**config.mk**
```make
export PLATFORM = sky130hd
export DESIGN_NAME = triangle_max_path_sum_flat
export DESIGN_NICKNAME = d
export VERILOG_FILES = /design/src/tmps_pkg.sv /design/src/tmps_if.sv /design/src/triangle_max_path_sum.sv /design/src/tmps_ram.sv /design/src/tmps_seq.sv /design/src/tmps_node.sv /design/src/flat_wrapper.sv
export SDC_FILE = /design/constraint.sdc
export NUM_CORES = 2
export LEC_CHECK = 0
export BUFFER_PORTS_ARGS = -buffer_cell sky130_fd_sc_hd__buf_2
export CORE_MARGIN = 2
export CORE_UTILIZATION = 45
export CTS_BUF_LIST = sky130_fd_sc_hd__clkbuf_2
export DETAILED_ROUTE_END_ITERATION = 7
export GPL_TIMING_DRIVEN = 0
export HOLD_SLACK_MARGIN = 0.1
export PLACE_DENSITY = 0.66
export SLEW_MARGIN = 25
export SYNTH_ARGS = -nofsm -noshare
export SYNTH_HDL_FRONTEND = slang
export SYNTH_SLANG_ARGS = --single-unit
```
**constraint.sdc**
```tcl
create_clock -name i_clk -period 19.95 [get_ports i_clk]
set_input_delay 0.9975 -clock i_clk [delete_from_list [all_inputs] [get_ports i_clk]]
set_output_delay 0.9975 -clock i_clk [all_outputs]
set_load 0.01 [all_outputs]
```
**src/tmps_pkg.sv**
```systemverilog
// shared constants, types and stage records for the triangle path-sum block
// no dependencies; used by every other file of the block but tmps_ram
package tmps_pkg;

    localparam int MAX_ROWS    = 64;
    localparam int VALUE_W     = 16;
    localparam int MAX_SUM_W   = 21;
    localparam int ROW_W       = $clog2(MAX_ROWS + 1);
    localparam int COL_W       = (MAX_ROWS > 1) ? $clog2(MAX_ROWS) : 1;
    // node sums stay within MAX_ROWS * 2^15 in magnitude
    localparam int SUM_W       = VALUE_W + 1 + $clog2(MAX_ROWS);
    localparam int SAT_W       = (SUM_W > MAX_SUM_W + 1) ? SUM_W : MAX_SUM_W + 1;
    localparam int MAX_SUM_TOP = (1 << MAX_SUM_W) - 1;

    typedef logic signed [VALUE_W-1:0] t_value;
    typedef logic signed [SUM_W-1:0]   t_sum;
    typedef logic signed [SAT_W-1:0]   t_wide;
    typedef logic [ROW_W-1:0]          t_row;
    typedef logic [COL_W-1:0]          t_col;
    typedef logic [MAX_SUM_W-1:0]      t_max_sum;

    // position of the next item, from the sequencer
    typedef struct packed {
        t_row row;
        t_col col;
        logic skip;
    } t_pos;

    // item held in the compute stage
    typedef struct packed {
        t_value value;
        logic   last;
        t_row   row;
        t_col   col;
        logic   skip;
        logic   fwd;
    } t_stage;

    typedef struct packed {
        t_max_sum max_sum;
        logic     overflow;
    } t_result;

endpackage

```
**src/tmps_if.sv**
```systemverilog
// valid/ready channels of the triangle path-sum block: input items and results
// depends on tmps_pkg
interface tmps_in_if;
    logic             valid;
    logic             ready;
    tmps_pkg::t_value node_value;
    logic             last;

    modport source (output valid, output node_value, output last, input ready);
    modport sink (input valid, input node_value, input last, output ready);
endinterface

interface tmps_out_if;
    logic               valid;
    logic               ready;
    tmps_pkg::t_max_sum max_sum;
    logic               overflow;

    modport source (output valid, output max_sum, output overflow, input ready);
    modport sink (input valid, input max_sum, input overflow, output ready);
endinterface

```
**src/triangle_max_path_sum.sv**
```systemverilog
// Streams a number triangle in row-major order and reports the best root-started
// path sum (never below zero) and an overflow flag on the item marked last.
// Takes one item per clock, back to back: the row store is read when an item is
// accepted and the new node sum is written back as the item leaves the compute
// stage, with a bypass for the one case where an item reads the entry that the
// item ahead is writing. A result waits in an output register; input stalls only
// while a last item finds that register still full. Items past MAX_ROWS rows are
// dropped and raise overflow. The row store is not cleared at reset; no item ever
// uses an entry the current triangle has not written.
// depends on tmps_pkg, tmps_if, tmps_ram, tmps_seq, tmps_node
module triangle_max_path_sum (
    input  logic       i_clk,
    input  logic       i_rst_n,
    tmps_in_if.sink    i_item,
    tmps_out_if.source o_result
);

    tmps_pkg::t_pos    pos;
    tmps_pkg::t_stage  r_s1, n_s1;
    logic              r_s1_valid;
    tmps_pkg::t_sum    r_fwd_data;
    tmps_pkg::t_sum    rdata;
    tmps_pkg::t_sum    above_raw;
    tmps_pkg::t_sum    node;
    tmps_pkg::t_result res;
    tmps_pkg::t_result r_out;
    logic              r_out_valid;
    logic              s1_fire;
    logic              acc;
    logic              ram_we;

    assign s1_fire       = r_s1_valid && (!r_s1.last || !r_out_valid || o_result.ready);
    assign i_item.ready  = !r_s1_valid || s1_fire;
    assign acc           = i_item.valid && i_item.ready;
    assign ram_we        = s1_fire && !r_s1.skip;

    tmps_seq u_seq (
        .i_clk   (i_clk),
        .i_rst_n (i_rst_n),
        .i_acc   (acc),
        .i_last  (i_item.last),
        .o_pos   (pos)
    );

    tmps_ram #(
        .WIDTH (tmps_pkg::SUM_W),
        .DEPTH (tmps_pkg::MAX_ROWS)
    ) u_row_ram (
        .i_clk   (i_clk),
        .i_we    (ram_we),
        .i_waddr (r_s1.col),
        .i_wdata (node),
        .i_re    (acc),
        .i_raddr (pos.col),
        .o_rdata (rdata)
    );

    // bypass the write that lands in the same cycle as this read
    assign above_raw = r_s1.fwd ? r_fwd_data : rdata;

    tmps_node u_node (
        .i_clk       (i_clk),
        .i_rst_n     (i_rst_n),
        .i_fire      (s1_fire),
        .i_stage     (r_s1),
        .i_above_raw (above_raw),
        .o_node      (node),
        .o_result    (res)
    );

    always_comb begin
        n_s1.value = i_item.node_value;
        n_s1.last  = i_item.last;
        n_s1.row   = pos.row;
        n_s1.col   = pos.col;
        n_s1.skip  = pos.skip;
        n_s1.fwd   = ram_we && (r_s1.col == pos.col);
    end

    always_ff @(posedge i_clk) begin
        if (!i_rst_n) begin
            r_s1_valid  <= 1'b0;
            r_out_valid <= 1'b0;
        end else begin
            if (acc) begin
                r_s1_valid <= 1'b1;
            end else if (s1_fire) begin
                r_s1_valid <= 1'b0;
            end
            if (s1_fire && r_s1.last) begin
                r_out_valid <= 1'b1;
            end else if (o_result.ready) begin
                r_out_valid <= 1'b0;
            end
        end
    end

    always_ff @(posedge i_clk) begin
        if (acc) begin
            r_s1       <= n_s1;
            r_fwd_data <= node;
        end
        if (s1_fire && r_s1.last) begin
            r_out <= res;
        end
    end

    assign o_result.valid    = r_out_valid;
    assign o_result.max_sum  = r_out.max_sum;
    assign o_result.overflow = r_out.overflow;

`ifndef SYNTHESIS
    a_fwd_taken: assert property (@(posedge i_clk) disable iff (!i_rst_n)
        acc && ram_we && (r_s1.col == pos.col) |=> r_s1.fwd)
        else $error("same-entry read and write not bypassed");

    a_last_stall: assert property (@(posedge i_clk) disable iff (!i_rst_n)
        r_s1_valid && r_s1.last && r_out_valid && !o_result.ready |-> !i_item.ready)
        else $error("input taken while a result is blocked");

    a_result_held: assert property (@(posedge i_clk) disable iff (!i_rst_n)
        r_out_valid && !o_result.ready |=> r_out_valid && $stable(r_out))
        else $error("pending result lost or changed");

    a_row_bound: assert property (@(posedge i_clk) disable iff (!i_rst_n)
        pos.row <= tmps_pkg::ROW_W'(tmps_pkg::MAX_ROWS)
        && (pos.skip || tmps_pkg::ROW_W'(pos.col) <= pos.row))
        else $error("row or column counter out of range");
`endif

endmodule

```
**src/tmps_ram.sv**
```systemverilog
// generic single-clock ram, one write port and one registered read port
// no dependencies
module tmps_ram #(
    parameter int WIDTH = 8,
    parameter int DEPTH = 16
) (
    input  logic                                       i_clk,
    input  logic                                       i_we,
    input  logic [((DEPTH > 1) ? $clog2(DEPTH) : 1)-1:0] i_waddr,
    input  logic [WIDTH-1:0]                           i_wdata,
    input  logic                                       i_re,
    input  logic [((DEPTH > 1) ? $clog2(DEPTH) : 1)-1:0] i_raddr,
    output logic [WIDTH-1:0]                           o_rdata
);

    logic [WIDTH-1:0] r_mem [DEPTH];
    logic [WIDTH-1:0] r_rdata;

    always_ff @(posedge i_clk) begin
        if (i_we) begin
            r_mem[i_waddr] <= i_wdata;
        end
        if (i_re) begin
            r_rdata <= r_mem[i_raddr];
        end
    end

    assign o_rdata = r_rdata;

endmodule

```
**src/tmps_seq.sv**
```systemverilog
// row and column counters that place each accepted item in the triangle
// depends on tmps_pkg
module tmps_seq (
    input  logic           i_clk,
    input  logic           i_rst_n,
    input  logic           i_acc,
    input  logic           i_last,
    output tmps_pkg::t_pos o_pos
);

    tmps_pkg::t_row r_row, n_row;
    tmps_pkg::t_col r_col, n_col;
    logic           full;

    assign full = (r_row == tmps_pkg::ROW_W'(tmps_pkg::MAX_ROWS));

    always_comb begin
        n_row = r_row;
        n_col = r_col;
        if (i_acc) begin
            if (i_last) begin
                n_row = '0;
                n_col = '0;
            end else if (!full) begin
                if (tmps_pkg::ROW_W'(r_col) >= r_row) begin
                    n_col = '0;
                    n_row = tmps_pkg::ROW_W'(r_row + 1'b1);
                end else begin
                    n_col = tmps_pkg::COL_W'(r_col + 1'b1);
                end
            end
        end
    end

    always_ff @(posedge i_clk) begin
        if (!i_rst_n) begin
            r_row <= '0;
            r_col <= '0;
        end else begin
            r_row <= n_row;
            r_col <= n_col;
        end
    end

    assign o_pos.row  = r_row;
    assign o_pos.col  = r_col;
    assign o_pos.skip = full;

endmodule

```
**src/tmps_node.sv**
```systemverilog
// node sum, best-parent choice, running maximum and overflow tracking
// depends on tmps_pkg
module tmps_node (
    input  logic              i_clk,
    input  logic              i_rst_n,
    input  logic              i_fire,
    input  tmps_pkg::t_stage  i_stage,
    input  tmps_pkg::t_sum    i_above_raw,
    output tmps_pkg::t_sum    o_node,
    output tmps_pkg::t_result o_result
);

    tmps_pkg::t_sum  r_left;
    tmps_pkg::t_sum  r_best;
    logic            r_ovf;
    tmps_pkg::t_sum  above;
    tmps_pkg::t_sum  parent;
    tmps_pkg::t_sum  node;
    tmps_pkg::t_sum  n_best;
    logic            n_ovf;
    tmps_pkg::t_wide wide;
    logic            has_above;

    assign has_above = tmps_pkg::ROW_W'(i_stage.col) < i_stage.row;
    assign above     = has_above ? i_above_raw : '0;

    always_comb begin
        if (i_stage.row == '0) begin
            parent = '0;
        end else if (i_stage.col == '0) begin
            parent = above;
        end else if (tmps_pkg::ROW_W'(i_stage.col) == i_stage.row) begin
            parent = r_left;
        end else begin
            parent = (above > r_left) ? above : r_left;
        end
    end

    assign node   = tmps_pkg::t_sum'(i_stage.value) + parent;
    assign n_best = (!i_stage.skip && node > r_best) ? node : r_best;
    assign n_ovf  = r_ovf | i_stage.skip;
    assign wide   = tmps_pkg::t_wide'(n_best);

    always_comb begin
        o_result.overflow = n_ovf;
        if (wide > tmps_pkg::t_wide'(tmps_pkg::MAX_SUM_TOP)) begin
            o_result.max_sum = tmps_pkg::MAX_SUM_W'(tmps_pkg::MAX_SUM_TOP);
        end else if (wide < 0) begin
            o_result.max_sum = '0;
        end else begin
            o_result.max_sum = wide[tmps_pkg::MAX_SUM_W-1:0];
        end
    end

    always_ff @(posedge i_clk) begin
        if (!i_rst_n) begin
            r_left <= '0;
            r_best <= '0;
            r_ovf  <= 1'b0;
        end else if (i_fire) begin
            if (i_stage.last) begin
                r_left <= '0;
                r_best <= '0;
                r_ovf  <= 1'b0;
            end else begin
                // left parent is the previous row's entry before it is overwritten
                if (!i_stage.skip) begin
                    r_left <= above;
                end
                r_best <= n_best;
                r_ovf  <= n_ovf;
            end
        end
    end

    assign o_node = node;

endmodule
```
**src/flat_wrapper.sv**
```systemverilog
// flat-port wrapper written by rule: the top's interface ports become plain ports
module triangle_max_path_sum_flat 
  (i_clk, i_rst_n, i_item_valid, i_item_node_value, i_item_last, i_item_ready, o_result_valid, o_result_max_sum, o_result_overflow, o_result_ready);
  tmps_in_if i_item_i ();
  tmps_out_if o_result_i ();
  input  logic i_clk;
  input  logic i_rst_n;
  input wire logic [$bits(i_item_i.valid)-1:0] i_item_valid;
  input wire logic [$bits(i_item_i.node_value)-1:0] i_item_node_value;
  input wire logic [$bits(i_item_i.last)-1:0] i_item_last;
  output wire logic [$bits(i_item_i.ready)-1:0] i_item_ready;
  output wire logic [$bits(o_result_i.valid)-1:0] o_result_valid;
  output wire logic [$bits(o_result_i.max_sum)-1:0] o_result_max_sum;
  output wire logic [$bits(o_result_i.overflow)-1:0] o_result_overflow;
  input wire logic [$bits(o_result_i.ready)-1:0] o_result_ready;
  assign i_item_i.valid = i_item_valid;
  assign i_item_i.node_value = i_item_node_value;
  assign i_item_i.last = i_item_last;
  assign i_item_ready = i_item_i.ready;
  assign o_result_valid = o_result_i.valid;
  assign o_result_max_sum = o_result_i.max_sum;
  assign o_result_overflow = o_result_i.overflow;
  assign o_result_i.ready = o_result_ready;
  triangle_max_path_sum u_core (.i_clk(i_clk), .i_rst_n(i_rst_n), .i_item(i_item_i), .o_result(o_result_i));
endmodule
```
* Yosys cells after proc, flatten, opt, wreduce, memory -nomap -nowiden *
Memory sizes are Yosys's and may differ from the RTL's. A register that Yosys moved wholly into a read port is not among the register bits.
Cells that the tools add are included.

operators by class
  $mul = 0
  reductions and logical operators = 21
  div/mod/pow operators = 0
  magnitude comparators = 6
  shift-type cells = 0
  add/subtract/negate cells = 3
  equality and inequality tests = 5
  mux-type cells = 24
  bitwise operators = 1

operator list
  operator                                                     count
  two-way mux 23 bit                                           10
  > comparator 23 bit                                          2
  adder 16 x 23 -> 23 bit                                      1
  > comparator 23 x 22 -> 1 bit, second input constant         1
  less-than comparator 23 x 1 -> 1 bit, second input constant  1
  two-way mux 21 bit                                           1
  two-way mux 7 bit                                            3
  two-way mux 6 bit                                            3
  adder 7 x 1 -> 7 bit, second input constant                  1
  equality test 6 x 7 -> 1 bit                                 1
  equality test 7 bit, second input constant                   1
  greater-or-equal comparator 6 x 7 -> 1 bit                   1
  zero test 7 bit                                              1
  less-than comparator 6 x 7 -> 1 bit                          1
  two-way mux 1 bit                                            7
  adder 6 x 1 -> 6 bit, second input constant                  1
  equality test 6 bit                                          1
  logical AND 1 bit                                            6
  zero test 6 bit                                              1
  nonzero test 2 bit                                           3
  zero test 1 bit                                              4
  AND reduction 2 bit                                          2
  logical OR 1 bit                                             3
  AND reduction 3 bit                                          1
  other kinds (3)                                              3

storage, ports and cells
  bits in writable memories = 1472
  output and inout port bits = 24
  input port bits = 21
  latch bits = 0
  memories kept = 1
  register bits after elaboration = 139
  logic and storage cells = 77
  bits in read-only memories = 0

memory list
  name                    words  width  rd ports  clocked after Yosys merged registers in  wr ports  RTL line        text
  u_core.u_row_ram.r_mem  64     23     1         1                                        1         tmps_ram.sv:16  logic [WIDTH-1:0] r_mem [DEPTH];

* Longest topological paths before layout *
  depth after elaboration = 13
  gate-level depth with buffers = 41
  depth with buffers taken out = 36

* Modules after synthesis *
Synthesis repeated with hierarchy kept, for this count alone.

second synthesis, totals
  cell total of the unflattened synthesis = 3364
  area, all modules = 65859.4 um2

modules (own cells, without submodules)
  module                 cells each  times used  seq. area each (um2)  area each (um2)
  tmps_ram               2446        1           44893.1               56950.9
  tmps_node              674         1           940.9                 5237.5
  triangle_max_path_sum  126         1           2352.3                2770.2
  tmps_seq               118         1           260.2                 900.9

* Worst setup path before layout *
OpenSTA, ideal clock, no wires.

  path kind = reg2reg
  start point = register u_core.r_s1[3] (netlist bit)
  end point = register u_core.r_out (netlist bit u_core.o_result.max_sum[3]), data pin
  buffers on the path = 3
  arrival = 9.696 ns
  required time = 19.688 ns
  setup time = 0.262 ns
  cell stages (with the launch flop) = 39
  clock period less this slack = 9.959 ns
  path slack = 9.991 ns
  cells stage by stage = edfxtp_1 ha_1 nor2b_1 o21a_1 o2111ai_1 a21oi_1 clkbuf_1 nor2_1 ha_1 a211oi_1 o211ai_1 o221ai_1 o2111ai_1 mux2i_1 or2_1 buf_2 mux2i_1 nor2_1 [... 3 more ...] nand2b_1 a211oi_2 o211ai_2 a311o_1 nand2_1 a21oi_1 xnor2_1 ha_1 and4_1 and3_1 a211oi_1 o21ai_0 a21oi_1 or4b_1 a221oi_2 nor3_4 buf_6 o221a_2

between the ends
  word-level cells in the longest chain between the ends = 13
  elaborated cells between the ends (all ways) = 16
  classes of those cells = add/sub: 1; order compare: 5; eq/ne: 1; mux: 7; reduce/logical: 2

RTL lines
  item                                  RTL line                      text
  start: declaration                    triangle_max_path_sum.sv:19   tmps_pkg::t_stage r_s1, n_s1;
  start signal: assignment              triangle_max_path_sum.sv:100  r_s1 <= n_s1;
  less-than comparator 6 x 7 -> 1 bit   tmps_node.sv:24               assign has_above = tmps_pkg::ROW_W'(i_stage.col) < i_stage.row;
  two-way mux 23 bit                    tmps_node.sv:25               assign above = has_above ? i_above_raw : '0;
  > comparator 23 bit                   tmps_node.sv:35               parent = (above > r_left) ? above : r_left;
  two-way mux 23 bit                    tmps_node.sv:35
  two-way mux 23 bit                    tmps_node.sv:32               end else if (tmps_pkg::ROW_W'(i_stage.col) == i_stage.row) begin
  two-way mux 23 bit (*)                tmps_node.sv:30               end else if (i_stage.col == '0) begin
  two-way mux 23 bit (*)                tmps_node.sv:28               if (i_stage.row == '0) begin
  adder 16 x 23 -> 23 bit (*)           tmps_node.sv:39               assign node = tmps_pkg::t_sum'(i_stage.value) + parent;
  net u_core.node[20]                   triangle_max_path_sum.sv:24   tmps_pkg::t_sum node;
  > comparator 23 bit                   tmps_node.sv:40               assign n_best = (!i_stage.skip && node > r_best) ? node : r_best;
  logical AND 1 bit                     tmps_node.sv:40
  two-way mux 23 bit (*)                tmps_node.sv:40
  less-than comparator 23 x 1 -> 1 bit  tmps_node.sv:48               end else if (wide < 0) begin
  two-way mux 21 bit                    tmps_node.sv:48
  end signal: assignment                triangle_max_path_sum.sv:104  r_out <= res;
  end: declaration                      triangle_max_path_sum.sv:26   tmps_pkg::t_result r_out;

Mark *: on every way through the listed nets, which the timed path passes. The rest lies on a longest branch.
A chain may end at the register's enable or synchronous reset.

* Worst setup path in the final report *
  start point = register u_core.r_s1[3] (netlist bit)
  end point = register u_core.u_node.r_best[2]

between the ends
  word-level cells in the longest chain between the ends = 12
  elaborated cells between the ends (all ways) = 14
  classes of those cells = add/sub: 1; order compare: 3; eq/ne: 1; mux: 7; reduce/logical: 2

RTL lines
  item                                 RTL line                     text
  less-than comparator 6 x 7 -> 1 bit  tmps_node.sv:24
  two-way mux 23 bit                   tmps_node.sv:25
  > comparator 23 bit                  tmps_node.sv:35
  two-way mux 23 bit                   tmps_node.sv:35
  two-way mux 23 bit                   tmps_node.sv:32
  two-way mux 23 bit (*)               tmps_node.sv:30
  two-way mux 23 bit (*)               tmps_node.sv:28
  adder 16 x 23 -> 23 bit (*)          tmps_node.sv:39
  net u_core.node[13]                  triangle_max_path_sum.sv:24
  > comparator 23 bit (*)              tmps_node.sv:40
  logical AND 1 bit (*)                tmps_node.sv:40
  two-way mux 23 bit (*)               tmps_node.sv:40
  two-way mux 23 bit (*)               tmps_node.sv:61              if (i_stage.last) begin
  end signal: assignment               tmps_node.sv:70              r_best <= n_best;
  end: declaration                     tmps_node.sv:14              tmps_pkg::t_sum r_best;

Marks and branches as above.

==> flow_metrics.tcl <==
set metrics [dict create \
    drc_errors 20 \
    detailed_place_hpwl_um 113000 \
    clkSinkCount 1634 \
    worstMarginPinSlew_ns 1.19 \
    grt_max_degree 66 \
    multi_input_area_um2 16400 \
    cts_max_level 5 \
    worstPathArrival_ns 11.91 \
    vias_per_cell 5.71 \
    dieHeight_um 384 \
    holdBufCountCts 41 \
    synth.area.mux_share 0.172 \
    grt_first_pass_wirelength_um 235000 \
    wl_per_cell_um 27.6 \
    critical-path-max-stage-delay_ns 0.57 \
    ant_nets 0 \
    wirelength_um 163000 \
    final_util 0.523 \
    endpoint_kind "flip-flop" \
    dpl_cell_area_um2 71300 \
    syn_area_per_cell_um2 21.4 \
    rows 139 \
    dieWidth_um 384 \
    area_growth_pct 15.5 \
    synth_fa_ha_area_frac 0.0163 \
    setup_viol_count_final 0 \
    max_cap_violations 0 \
    cts-root-buf "clkbuf_2" \
    overflow 0 \
    leakage_nw 24.0 \
    final_cell_mix "edfxtp_1 (1,572), clkbuf_2 (595), mux4_2 (483)" \
    core-area_um2 144000 \
    synth_area_leader_cell "edfxtp_1" \
    grt_usage 0.224 \
    violations "DRC" \
    cts_made_buffers 411 \
    yosysSeqAreaShare 0.744 \
    hold_viol 0 \
    final_common_cell "edfxtp_1" \
    cts_resized 0 \
    powerDensity_nw_per_um2 105 \
    synthFlopType "edfxtp_1" \
    cp.required_ns 21.64 \
    period_share 0.512 \
    antenna_found_initial 9 \
    grt_pass1_vias 34300 \
    synth_top_cell_area_share 0.725 \
    first_pass_iters 7 \
    outcome "finished with violations" \
    max_freq_mhz 97.8 \
    gp_routability_congestion 0.871 \
    clk_path_buf_depth 4 \
    ys_warn_count 0 \
    ir_worst_vdd_mv 0.0675 \
    synth.net_count 3150 \
    vias 33600 \
    synth_area_um2 65100 \
    worstPathMaxFanout 19 \
    post_cts_buffers 0 \
    synth_compound_area_frac 0.0249 \
    synth-seq-cells 1634 \
    final_nets 3806 \
    fin_worst_skew_ns 0.261 \
    synth.distinct_cells 76 \
    cts_tree "done" \
    critPathLaunchType "flip-flop" \
    drive_gt1_frac 0.370 \
    synthCells 3045 \
    regArea_um2 48400 \
    insertion_delay_ns 1.82 \
    drv_slew 0 \
    drt-initial-drc-count 3526 \
    path_class "flip-flop to flip-flop" \
    slew-limit-headroom 0.205 \
    crit_top_cell "o21ai_0" \
    synth_simple_gate_area_frac 0.0240 \
    synthTopCellsByArea "edfxtp_1 (73%), mux4_2 (17%), dfxtp_1 (1.9%)" \
    clk_pin_slew_ns 0.11 \
    min_path_type "input pin to flip-flop" \
    rsz0062_at_grt "no" \
    io_pins 45 \
    synth_top_family_by_area "multiplexers" \
    initial_utilization 0.453 \
    cp_slowest_cell "edfxtp_1" \
    synth_edf_count 1572 \
    synth-xor-area-share 0.00423 \
    async_flop_share 0 \
    final_area_um2 75200 \
    io_buffers 44 \
    die_area_um2 148000 \
    period_minus_slack_ns 10.22 \
    nFillCells 11300 \
    setup_tns_ns 0 \
]
cells in the mapped netlist (6+ instances only):
master    number
ha_1          83
buf_2         38
a211oi_1       6
nand2_1       38
inv_1         74
o21ai_0       18
o221a_4        9
clkbuf_1      73
xor2_1        11
mux4_2       483
a21oi_1       61
dfxtp_1       62
a21o_1        10
nor2_1       198
nand3b_1       6
nand4_1       14
nand3_1       23
xnor2_1       16
nor3_1         8
a22oi_1       45
and3_1         6
o21a_1         9
nor2b_1        8
edfxtp_1    1572
buf_1         38
o221a_2        6
nor4_1         7
o211ai_1       7
mux2i_1       29
worst paths after layout:
path | endpoint | cells past startpoint | from | slack [ns]
max | u_core.u_node.r_best[2] | 38 | u_core.r_s1[3] | 9.73
max reg2reg | u_core.u_node.r_best[2] | 38 | u_core.r_s1[3] | 9.73
min reg2reg | u_core.r_s1[2] | 0 | u_core.u_seq.r_col[0] | 0.49
min | u_core.u_seq.r_row[1] | 5 | i_item_last | 0.35
per-stage QoR:
step                instances  setup slack, ns  total power (W)  hold slack, ns
floorplan                3045             9.99          0.00505           0.435
global placement         4992             5.21          0.00562           0.447
detailed placement       5150             9.77          0.00583           0.453
CTS                      5886             9.77          0.00794           0.133
global route             5889             9.02          0.00823           0.233
finish                   5892             9.73          0.00788           0.355
power breakdown:
part / switching (W) / internal, W
clock network: 0.00129 / 0.000829
registers: 0.0000149 / 0.00426
logic: 0.000971 / 0.000504
total: 0.00228 / 0.00560
sequential cells by signal (all words and copies together) (netlist names):
name and count:
u_core.o_result.max_sum 21, u_core.u_node.r_ovf 1, u_core.r_s1_valid 1, u_core.o_result.overflow 1, u_core.r_s1 32, u_core.u_seq.r_row 7
u_core.u_node.r_best 23, u_core.o_result.valid 1, u_core.r_fwd_data 23, u_core.u_node.r_left 23, u_core.u_row_ram.o_rdata 23, u_core.u_row_ram.r_mem 1472
u_core.u_seq.r_col 6
worst max-delay path: cells and delay by family (launching register included):
family	cells	cell delay, ns
compound gates	17	4.00
xor+xnor	1	0.27
fa+ha+maj	4	1.37
buf+inv	6	1.87
simple gates	10	2.00
flops	1	0.57
cell families after synthesis:
group,count (synthesis)
flops,1634
mux,512
simple gates,341
buf+inv,231
compound gates,214
fa+ha+maj,84
xor+xnor,29
area by class of cell:
| class | count | share of cell area |
|---|---|---|
| Antenna cell | 6 | 0.000200 |
| Buffer | 156 | 0.00921 |
| Clock buffer | 584 | 0.0389 |
| Clock inverter | 111 | 0.00708 |
| Inverter | 75 | 0.00378 |
| Multi-Input combinational cell | 1180 | 0.218 |
| Sequential cell | 1634 | 0.645 |
| Tap cell | 1903 | 0.0317 |
| Timing Repair Buffer | 243 | 0.0460 |
metal layers:
metal / wire length [µm] / track usage
met1: 65100 / 0.298
met2: 77900 / 0.351
met3: 14200 / 0.0624
met4: 5630 / 0.0894
met5: 61 / 0.00390
(Power assumes the default switching activity.)
